<file path="src/rtl/spe_pkg.sv">
// Package for the swing peak event detector.
// Shared sample width, register reset value and the tracking flag type.
// No dependencies.
package spe_pkg;

    localparam int SAMPLE_W = 8;

    localparam logic [SAMPLE_W-1:0] THRESHOLD_RESET = 8'h10;

    typedef struct packed {
        logic have_previous;
        logic rising;
    } spe_flags_t;

endpackage

</file>
<file path="src/rtl/swing_peak_event_detector_core.sv">
// Swing peak event detector: input register, tracking step, result register.
// Samples pass the input register and step; events are held in the result register.
// Throughput: one sample per cycle; input stalls only while a held event blocks the step.
// Reset: clears tracking state and valid flags; threshold returns to 0x10.
// Depends on spe_pkg and spe_step.
module swing_peak_event_detector_core #(
    parameter int POSITION_BITS = 20
) (
    input  logic                         clk,
    input  logic                         rst_n,
    input  logic                         cfg_valid,
    output logic                         cfg_ready,
    input  logic [spe_pkg::SAMPLE_W-1:0] swing_threshold,
    input  logic                         in_valid,
    output logic                         in_stall,
    input  logic [spe_pkg::SAMPLE_W-1:0] sample,
    input  logic                         block_start,
    output logic                         out_valid,
    input  logic                         out_stall,
    output logic [POSITION_BITS-1:0]     event_number,
    output logic [spe_pkg::SAMPLE_W-1:0] swing_height,
    output logic [POSITION_BITS-1:0]     swing_width,
    output logic [POSITION_BITS-1:0]     peak_position
);

    logic [spe_pkg::SAMPLE_W-1:0] threshold_reg;

    logic                         s1_valid_reg;
    logic [spe_pkg::SAMPLE_W-1:0] s1_sample_reg;
    logic                         s1_start_reg;

    spe_pkg::spe_flags_t          flags_reg;
    spe_pkg::spe_flags_t          flags_next;
    logic [spe_pkg::SAMPLE_W-1:0] last_sample_reg;
    logic [spe_pkg::SAMPLE_W-1:0] last_sample_next;
    logic [spe_pkg::SAMPLE_W-1:0] valley_value_reg;
    logic [spe_pkg::SAMPLE_W-1:0] valley_value_next;
    logic [POSITION_BITS-1:0]     valley_position_reg;
    logic [POSITION_BITS-1:0]     valley_position_next;
    logic [spe_pkg::SAMPLE_W-1:0] last_height_reg;
    logic [spe_pkg::SAMPLE_W-1:0] last_height_next;
    logic [POSITION_BITS-1:0]     sample_position_reg;
    logic [POSITION_BITS-1:0]     sample_position_next;
    logic [POSITION_BITS-1:0]     event_counter_reg;
    logic [POSITION_BITS-1:0]     event_counter_next;

    logic                         fire;
    logic [POSITION_BITS-1:0]     ev_number;
    logic [spe_pkg::SAMPLE_W-1:0] ev_height;
    logic [POSITION_BITS-1:0]     ev_width;
    logic [POSITION_BITS-1:0]     ev_position;

    logic                         out_valid_reg;
    logic [POSITION_BITS-1:0]     out_number_reg;
    logic [spe_pkg::SAMPLE_W-1:0] out_height_reg;
    logic [POSITION_BITS-1:0]     out_width_reg;
    logic [POSITION_BITS-1:0]     out_position_reg;

    logic                         out_free;
    logic                         advance;
    logic                         in_take;

    assign cfg_ready = 1'b1;
    assign out_free  = !out_valid_reg || !out_stall;
    assign advance   = s1_valid_reg && out_free;
    assign in_stall  = s1_valid_reg && !out_free;
    assign in_take   = in_valid && !in_stall;

    assign out_valid     = out_valid_reg;
    assign event_number  = out_number_reg;
    assign swing_height  = out_height_reg;
    assign swing_width   = out_width_reg;
    assign peak_position = out_position_reg;

    spe_step #(
        .POSITION_BITS(POSITION_BITS)
    ) u_step (
        .sample               (s1_sample_reg),
        .block_start          (s1_start_reg),
        .threshold            (threshold_reg),
        .flags                (flags_reg),
        .last_sample          (last_sample_reg),
        .valley_value         (valley_value_reg),
        .valley_position      (valley_position_reg),
        .last_height          (last_height_reg),
        .sample_position      (sample_position_reg),
        .event_counter        (event_counter_reg),
        .flags_next           (flags_next),
        .last_sample_next     (last_sample_next),
        .valley_value_next    (valley_value_next),
        .valley_position_next (valley_position_next),
        .last_height_next     (last_height_next),
        .sample_position_next (sample_position_next),
        .event_counter_next   (event_counter_next),
        .fire                 (fire),
        .ev_number            (ev_number),
        .ev_height            (ev_height),
        .ev_width             (ev_width),
        .ev_position          (ev_position)
    );

    always_ff @(posedge clk or negedge rst_n)
    begin
        if (!rst_n)
        begin
            threshold_reg <= spe_pkg::THRESHOLD_RESET;
        end
        else if (cfg_valid && cfg_ready)
        begin
            threshold_reg <= swing_threshold;
        end
    end

    // hold the input beat until the step can advance
    always_ff @(posedge clk or negedge rst_n)
    begin
        if (!rst_n)
        begin
            s1_valid_reg <= 1'b0;
        end
        else if (!in_stall)
        begin
            s1_valid_reg <= in_valid;
        end
    end

    always_ff @(posedge clk)
    begin
        if (in_take)
        begin
            s1_sample_reg <= sample;
            s1_start_reg  <= block_start;
        end
    end

    always_ff @(posedge clk or negedge rst_n)
    begin
        if (!rst_n)
        begin
            flags_reg           <= '0;
            last_sample_reg     <= '0;
            valley_value_reg    <= '0;
            valley_position_reg <= '0;
            last_height_reg     <= '0;
            sample_position_reg <= '0;
            event_counter_reg   <= '0;
        end
        else if (advance)
        begin
            flags_reg           <= flags_next;
            last_sample_reg     <= last_sample_next;
            valley_value_reg    <= valley_value_next;
            valley_position_reg <= valley_position_next;
            last_height_reg     <= last_height_next;
            sample_position_reg <= sample_position_next;
            event_counter_reg   <= event_counter_next;
        end
    end

    always_ff @(posedge clk or negedge rst_n)
    begin
        if (!rst_n)
        begin
            out_valid_reg <= 1'b0;
        end
        else if (out_free)
        begin
            out_valid_reg <= advance && fire;
        end
    end

    always_ff @(posedge clk)
    begin
        if (advance && fire)
        begin
            out_number_reg   <= ev_number;
            out_height_reg   <= ev_height;
            out_width_reg    <= ev_width;
            out_position_reg <= ev_position;
        end
    end

endmodule

</file>
<file path="src/rtl/spe_step.sv">
// Combinational single-sample step of the swing tracker.
// Computes the next tracking state and an optional swing event.
// Depends on spe_pkg.
module spe_step #(
    parameter int POSITION_BITS = 20
) (
    input  logic [spe_pkg::SAMPLE_W-1:0] sample,
    input  logic                         block_start,
    input  logic [spe_pkg::SAMPLE_W-1:0] threshold,
    input  spe_pkg::spe_flags_t          flags,
    input  logic [spe_pkg::SAMPLE_W-1:0] last_sample,
    input  logic [spe_pkg::SAMPLE_W-1:0] valley_value,
    input  logic [POSITION_BITS-1:0]     valley_position,
    input  logic [spe_pkg::SAMPLE_W-1:0] last_height,
    input  logic [POSITION_BITS-1:0]     sample_position,
    input  logic [POSITION_BITS-1:0]     event_counter,
    output spe_pkg::spe_flags_t          flags_next,
    output logic [spe_pkg::SAMPLE_W-1:0] last_sample_next,
    output logic [spe_pkg::SAMPLE_W-1:0] valley_value_next,
    output logic [POSITION_BITS-1:0]     valley_position_next,
    output logic [spe_pkg::SAMPLE_W-1:0] last_height_next,
    output logic [POSITION_BITS-1:0]     sample_position_next,
    output logic [POSITION_BITS-1:0]     event_counter_next,
    output logic                         fire,
    output logic [POSITION_BITS-1:0]     ev_number,
    output logic [spe_pkg::SAMPLE_W-1:0] ev_height,
    output logic [POSITION_BITS-1:0]     ev_width,
    output logic [POSITION_BITS-1:0]     ev_position
);

    localparam logic [POSITION_BITS-1:0] POS_MAX = '1;

    spe_pkg::spe_flags_t          cur_flags;
    logic [spe_pkg::SAMPLE_W-1:0] cur_last;
    logic [spe_pkg::SAMPLE_W-1:0] cur_valley;
    logic [POSITION_BITS-1:0]     cur_valley_pos;
    logic [spe_pkg::SAMPLE_W-1:0] cur_height;
    logic [POSITION_BITS-1:0]     cur_pos;
    logic [POSITION_BITS-1:0]     cur_count;
    logic [spe_pkg::SAMPLE_W-1:0] height;

    always_comb
    begin
        if (block_start)
        begin
            cur_flags      = '0;
            cur_last       = '0;
            cur_valley     = '0;
            cur_valley_pos = '0;
            cur_height     = '0;
            cur_pos        = '0;
            cur_count      = '0;
        end
        else
        begin
            cur_flags      = flags;
            cur_last       = last_sample;
            cur_valley     = valley_value;
            cur_valley_pos = valley_position;
            cur_height     = last_height;
            cur_pos        = sample_position;
            cur_count      = event_counter;
        end
    end

    assign height      = cur_last - cur_valley;
    assign ev_number   = cur_count;
    assign ev_height   = height;
    assign ev_width    = cur_pos - cur_valley_pos;
    assign ev_position = cur_pos;

    always_comb
    begin
        flags_next           = cur_flags;
        last_sample_next     = sample;
        valley_value_next    = cur_valley;
        valley_position_next = cur_valley_pos;
        last_height_next     = cur_height;
        sample_position_next = cur_pos;
        event_counter_next   = cur_count;
        fire                 = 1'b0;
        if (!cur_flags.have_previous)
        begin
            flags_next.have_previous = 1'b1;
        end
        else
        begin
            sample_position_next = (cur_pos == POS_MAX) ? POS_MAX : cur_pos + 1'b1;
            if (sample > cur_last)
            begin
                if (!cur_flags.rising)
                begin
                    valley_value_next    = cur_last;
                    valley_position_next = cur_pos;
                    flags_next.rising    = 1'b1;
                end
            end
            else if (sample < cur_last)
            begin
                if (cur_flags.rising)
                begin
                    if (height > cur_height && height > threshold)
                    begin
                        fire               = 1'b1;
                        event_counter_next = (cur_count == POS_MAX) ? POS_MAX
                                                                    : cur_count + 1'b1;
                    end
                    last_height_next  = height;
                    flags_next.rising = 1'b0;
                end
            end
        end
    end

endmodule

</file>
<file path="config.mk">
export PLATFORM = sky130hd
export DESIGN_NAME = swing_peak_event_detector_core
export DESIGN_NICKNAME = d
export VERILOG_FILES = /design/src/rtl/spe_pkg.sv /design/src/rtl/swing_peak_event_detector_core.sv /design/src/rtl/spe_step.sv
export SDC_FILE = /design/constraint.sdc
export NUM_CORES = 1
export LEC_CHECK = 0
export BUFFER_PORTS_ARGS = -buffer_cell sky130_fd_sc_hd__buf_2
export CAP_MARGIN = 20
export CORE_ASPECT_RATIO = 0.8
export CORE_MARGIN = 2
export CORE_UTILIZATION = 45
export DETAILED_ROUTE_END_ITERATION = 16
export GPL_TIMING_DRIVEN = 0
export PLACE_DENSITY = 0.69
export SLEW_MARGIN = 20
export SYNTH_ARGS = -nofsm -noshare
export SYNTH_HDL_FRONTEND = slang
export SYNTH_SLANG_ARGS = --single-unit
export TNS_END_PERCENT = 30
</file>
<file path="constraint.sdc">
create_clock -name clk -period 15.2 [get_ports clk]
set_clock_uncertainty 0.1 [all_clocks]
set_input_delay 0.76 -clock clk [delete_from_list [all_inputs] [get_ports clk]]
set_output_delay 0.76 -clock clk [all_outputs]
set_load 0.02 [all_outputs]
</file>
# After elaboration in Yosys (flattened, before gate mapping)
# Index checks and enable logic that the tools add are counted.
dict set report op_classes {
  add_sub_neg 4
  n_lt_le_gt_ge 4
  n_eq_ne 2
  mux 33
  n_reduce_logical 10
}
# cell count
set ops {}
lappend ops {{20-bit two-way mux} 14}
lappend ops {{8-bit two-way mux} 10}
lappend ops {{20-bit by 1-bit adder with 20-bit output, second input constant} 2}
lappend ops {{20-bit == test, second input constant} 2}
lappend ops {{8-bit > comparator} 3}
lappend ops {{20-bit subtractor} 1}
lappend ops {{8-bit < comparator} 1}
lappend ops {{1-bit two-way mux} 8}
lappend ops {{8-bit subtractor} 1}
lappend ops {{1-bit logical AND} 5}
lappend ops {{1-bit logical NOT} 4}
lappend ops {{2-bit two-way mux} 1}
lappend ops {{1-bit logical OR} 1}
dict set report totals {
  regBits 173
  out_inout_bits 71
  word_cells 70
}

# Logic depth before layout (Yosys ltp)
dict set report depth {
  ltp_word 10
  ltp_mapped 23
  depth_no_buf 18
}

# Hierarchy
# Synthesis repeated with hierarchy kept, for this count alone.
dict set report unflattened {
  hier_cells 904
  hier_area_um2 10126.0
}
# mod n_inst cells_each area_each_um2 seq_area_each_um2
set by_module_without_submodules {}
lappend by_module_without_submodules {swing_peak_event_detector_core 1 288 6117.1 4715.8}
lappend by_module_without_submodules {spe_step 1 616 4008.8 0.0}

# Worst setup path after synthesis
# OpenSTA, ideal clock, no wires.
dict set report synth_path {
  path_type {flip-flop to flip-flop}
  startpoint {reg s1_start_reg}
  endpoint {reg out_number_reg[0] (netlist: event_number[0]), enable pin}
  setup_time_ns 0.422
  arrival_time_ns 5.868
  required_ns 14.678
  setup_slack_ns 8.810
  path_stages_with_launch 24
  n_path_buf 5
  synth_period_minus_slack_ns 6.390
  cell_sequence {edfxtp_1 clkbuf_1 clkbuf_1 clkbuf_1 clkbuf_1 nor2b_1 inv_1 ha_1 inv_1 fa_1 a21o_1 a21oi_1 xnor2_1 ha_1 nand2b_1 nor2_1 a211oi_1 o311ai_0 a2bb2oi_1 o21ai_0 a211oi_1 clkbuf_1 nand2_1 inv_1}
}
dict set report synth_via {
  elab_chain_len 10
  elab_cells_between_ends 16
  classes_between {1 x add/sub; 4 x order compare; 9 x mux; 2 x reduce/logical}
}
# element line
set synth_lines {}
lappend synth_lines {{from (decl)} swing_peak_event_detector_core.sv:30} ;# logic s1_start_reg;
lappend synth_lines {{from (signal assigned)} swing_peak_event_detector_core.sv:132} ;# s1_start_reg <= block_start;
lappend synth_lines {{8-bit two-way mux} spe_step.sv:44} ;# if (block_start)
lappend synth_lines {{8-bit subtractor} spe_step.sv:66} ;# assign height = cur_last - cur_valley;
lappend synth_lines {{8-bit > comparator} spe_step.sv:102} ;# if (height > cur_height && height > threshold)
lappend synth_lines {{1-bit logical AND} spe_step.sv:102}
lappend synth_lines {{1-bit two-way mux} spe_step.sv:102}
lappend synth_lines {{1-bit two-way mux} spe_step.sv:100} ;# if (cur_flags.rising)
lappend synth_lines {{1-bit two-way mux} spe_step.sv:98} ;# else if (sample < cur_last)
lappend synth_lines {{1-bit two-way mux} spe_step.sv:89} ;# if (sample > cur_last)
lappend synth_lines {{1-bit two-way mux *} spe_step.sv:82} ;# if (!cur_flags.have_previous)
lappend synth_lines {{1-bit logical AND *} swing_peak_event_detector_core.sv:174} ;# if (advance && fire)
lappend synth_lines {{to (signal assigned)} swing_peak_event_detector_core.sv:176} ;# out_number_reg <= ev_number;
lappend synth_lines {{to (decl)} swing_peak_event_detector_core.sv:54} ;# logic [POSITION_BITS-1:0] out_number_reg;
# Mark *: on every way between the ends. The rest lies on a longest branch, timed or not.
# A chain may end at the register's enable or synchronous reset.

# Worst setup path after layout
dict set report layout_path {
  startpoint {reg s1_start_reg}
  endpoint {reg out_position_reg[2] (netlist: peak_position[2]), enable pin}
}
dict set report layout_via {
  elab_chain_len 10
  elab_cells_between_ends 16
  classes_between {1 x add/sub; 4 x order compare; 9 x mux; 2 x reduce/logical}
}
# element line
set layout_lines {}
lappend layout_lines {{8-bit two-way mux} spe_step.sv:44}
lappend layout_lines {{8-bit subtractor} spe_step.sv:66}
lappend layout_lines {{8-bit > comparator} spe_step.sv:102}
lappend layout_lines {{1-bit logical AND} spe_step.sv:102}
lappend layout_lines {{1-bit two-way mux} spe_step.sv:102}
lappend layout_lines {{1-bit two-way mux} spe_step.sv:100}
lappend layout_lines {{1-bit two-way mux} spe_step.sv:98}
lappend layout_lines {{1-bit two-way mux} spe_step.sv:89}
lappend layout_lines {{1-bit two-way mux *} spe_step.sv:82}
lappend layout_lines {{1-bit logical AND *} swing_peak_event_detector_core.sv:174}
lappend layout_lines {{to (signal assigned)} swing_peak_event_detector_core.sv:179} ;# out_position_reg <= ev_position;
lappend layout_lines {{to (decl)} swing_peak_event_detector_core.sv:57} ;# logic [POSITION_BITS-1:0] out_position_reg;
# Marked as above.

==> results_dict.tcl <==
set metrics [dict create \
    synth_commonest_cells "nand2_1, dfrtp_1, edfxtp_1" \
    rsz0062_at_grt "no" \
    synth_top_area_share_pct 25.20 \
    hp-class "input port to asynchronous set/reset pin" \
    first_global_vias 7135 \
    cts_resized 0 \
    cp.buffers_inverters 9 \
    start_kind "flip-flop" \
    routed_via_density 5.747 \
    reg2reg_from "s1_start_reg$_DFFE_PP_" \
    setup_violations 0 \
    hold_violations 0 \
    place_inst 1318 \
    peakVddDrop_mv 0.07154 \
    yosysMostFrequentCell "nand2_1" \
    dr.pass1.iters 5 \
    r2r_cells 24 \
    ys_ff_latch 173 \
    synth_edf_count 77 \
    crit_arrival_ns 7.62 \
    die_h_um 133.5 \
    io-pin-count 93 \
    tritoncts "done" \
    drv_slew 0 \
    ctsHtreeMaxLevel 4 \
    period_minus_slack_ns 7.612 \
    start_util_pct 45.71 \
    synth_area_mm2 0.009435 \
    clock-root-buffer "clkbuf_16" \
    route.detailed.wl_per_inst_um 17.80 \
    clock_sinks 173 \
    worstMarginPinSlew_ns 0.8619 \
    endpoint_kind "flip-flop" \
    antenna_found_initial 0 \
    fin_crit_sh_pct 50.08 \
    clk_latency_ns 0.43 \
    overflow 0 \
    power.total_mw 1.539 \
    intPower_uw 983.7 \
    slew_headroom_pct 42.33 \
    grt_pass1_wl_um 38330 \
    p_per_area_mw_per_mm2 142.1 \
    r2r_slack_ns 7.59 \
    critPathMaxStageDelay_ns 0.57 \
    leakage_nw 4.492 \
    dp_hpwl_um 17140 \
    synth_cells 956 \
    power_frac_clock_pct 26.4 \
    synth.distinct_cells 75 \
    routed_wirelength_um 24030 \
    cp_slowest_cell "clkbuf_1" \
    grt_max_degree 51 \
    placed_area_mm2 0.01029 \
    via_count 7759 \
    fin_area_mm2 0.01083 \
    drc 0 \
    dieWidth_um 165.9 \
    p_seq_share_pct 39.8 \
    yosysSeqAreaShare_pct 49.98 \
    hold_buffers 0 \
    worstPathCellList "clkbuf_1, clkbuf_1, clkbuf_1, clkbuf_1, nor2b_1, inv_1, ha_1, inv_1, fa_1, a21o_1, a21oi_1, xnor2_1, ha_1, nand2b_1, nor2_1, a211oi_1, o311ai_0, a2bb2oi_1, o21ai_0, a211oi_1, clkbuf_1, nand2_1, inv_4, buf_16" \
    synth_ff_type "dfrtp_1" \
    max_cap_viol_count 0 \
    io_buffers 91 \
    p_sw_uw 554.9 \
    final-instance-count-excl-fill 1350 \
    post_cts_buffers 0 \
    syn_nets 1027 \
    track_usage_pct 21.82 \
    tns_ns 0 \
    avgSynthCellArea_um2 9.870 \
    drive_above_1_share_pct 12.40 \
    cp_common_cell "clkbuf_1" \
    status "completed" \
    cpLargestDelayFamily "buffers and inverters" \
    r2r_end "peak_position[2]$_DFFE_PP_" \
    path_clk_slew_ns 0.06 \
    areaGrowthSynthToFinish_pct 14.73 \
    antenna_cells 0 \
    cts.path.max_buffers 2 \
    gp_congestion 0.9049 \
    pwr-share-comb_pct 33.8 \
    cts_made_buffers 17 \
    worstPathRequired_ns 15.21 \
    dieArea_mm2 0.02215 \
    synth_area_leader_cell "dfrtp_1" \
    async_flop_share_pct 55.49 \
    yosysWarnings 0 \
    drtIter0Drc 733 \
    p_sw_share_pct 36.07 \
    max_freq_ghz 0.1314 \
    cp_max_fo 48 \
    ant_nets 0 \
    ys_top_cells_by_area "dfrtp_1, edfxtp_1, ha_1" \
    nNetsFinal 1139 \
    fp.coreArea_mm2 0.02064 \
    rows 47 \
    path_class "flip-flop to flip-flop" \
]
==> how the worst max path moves through the flow <==
stage / startpoint / cells past startpoint / endpoint / slack, ns
after floorplan: s1_start_reg$_DFFE_PP_ / 23 / event_number[0]$_DFFE_PP_ / 8.81
after CTS: s1_start_reg$_DFFE_PP_ / 24 / swing_width[5]$_DFFE_PP_ / 7.69
after global routing: s1_start_reg$_DFFE_PP_ / 24 / swing_width[4]$_DFFE_PP_ / 7.16
final: s1_start_reg$_DFFE_PP_ / 24 / peak_position[2]$_DFFE_PP_ / 7.59
after global placement: s1_start_reg$_DFFE_PP_ / 23 / swing_width[9]$_DFFE_PP_ / 6.55
after detailed placement: s1_start_reg$_DFFE_PP_ / 24 / swing_width[9]$_DFFE_PP_ / 7.87
==> through the flow <==
stage | util, % | setup slack (ns) | hold WS [ns]
6_report | 52.45 | 7.588 | 0.1732
5_1_grt | 52.45 | 7.160 | 0.1979
3_3_place_gp | 49.55 | 6.550 | 0.3567
4_1_cts | 52.45 | 7.693 | 0.1858
3_5_place_dp | 49.86 | 7.873 | 0.3640
2_1_floorplan | - | 8.810 | 0.3422
==> power by group through the flow <==
stage / clock, mW / combinational (mW) / sequential, mW
finish: 0.406 / 0.520 / 0.613
global placement: 0 / 0.497 / 0.618
CTS: 0.413 / 0.514 / 0.611
detailed placement: 0 / 0.510 / 0.619
floorplan: 0 / 0.369 / 0.616
global route: 0.432 / 0.575 / 0.619
==> cell type report <==
class / count / area, um^2
fill: 1882 / 9816
sequential: 173 / 4716
multi-input combinational: 693 / 4375
timing repair buffer: 93 / 516.7
clock buffer: 20 / 436.7
tap: 269 / 336.6
buffer: 45 / 175.2
inverter: 45 / 171.4
clock inverter: 12 / 97.59
==> layer usage <==
layer,share of wire [%],GRT usage [%]
met1,47,33.05
met2,43,31.86
met3,7.8,4.664
met4,1.4,5.604
met5,0,0
==> placed cells by master, fill, tap and decap left out, types with 8 or more instances in the layout <==
cell,n
o211ai_1,8
a211oi_1,10
nand2_1,147
nand4_1,9
and3_1,10
xor2_1,8
xnor2_1,18
a22o_1,9
nor2_1,62
a21oi_1,43
o21ai_0,65
nor2b_1,43
and2_1,9
ha_1,47
clkbuf_1,41
dfrtp_1,95
a22oi_1,33
a31oi_1,13
edfxtp_1,77
nor3_1,16
nand2b_1,10
o22a_1,10
nand3_1,22
inv_1,44
buf_2,91
clkbuf_16,17
==> worst reg2reg max path: stages (launching register included) <==
cell and delay [ns]:
edfxtp_1 0.38, clkbuf_1 0.57, clkbuf_1 0.57, clkbuf_1 0.44
clkbuf_1 0.50, nor2b_1 0.20, inv_1 0.10, ha_1 0.17
inv_1 0.06, fa_1 0.39, a21o_1 0.17, a21oi_1 0.42
xnor2_1 0.18, ha_1 0.19, nand2b_1 0.13, nor2_1 0.06
a211oi_1 0.27, o311ai_0 0.21, a2bb2oi_1 0.18, o21ai_0 0.23
a211oi_1 0.45, clkbuf_1 0.46, nand2_1 0.23, inv_4 0.31
buf_16 0.29
==> cells by family (layout without fill, tap and decap cells) <==
logic type / after synthesis / in the layout / share of synthesized area, %
simple gates: 361 / 361 / 18.47
other cells: 1 / 1 / 0.03974
xor+xnor: 28 / 28 / 2.904
flops: 173 / 173 / 49.98
buf+inv: 90 / 215 / 3.647
fa+ha+maj: 50 / 50 / 6.763
mux: 4 / 4 / 0.4509
compound gates: 249 / 249 / 17.74
Note: power is estimated with default switching activity, not from simulation.
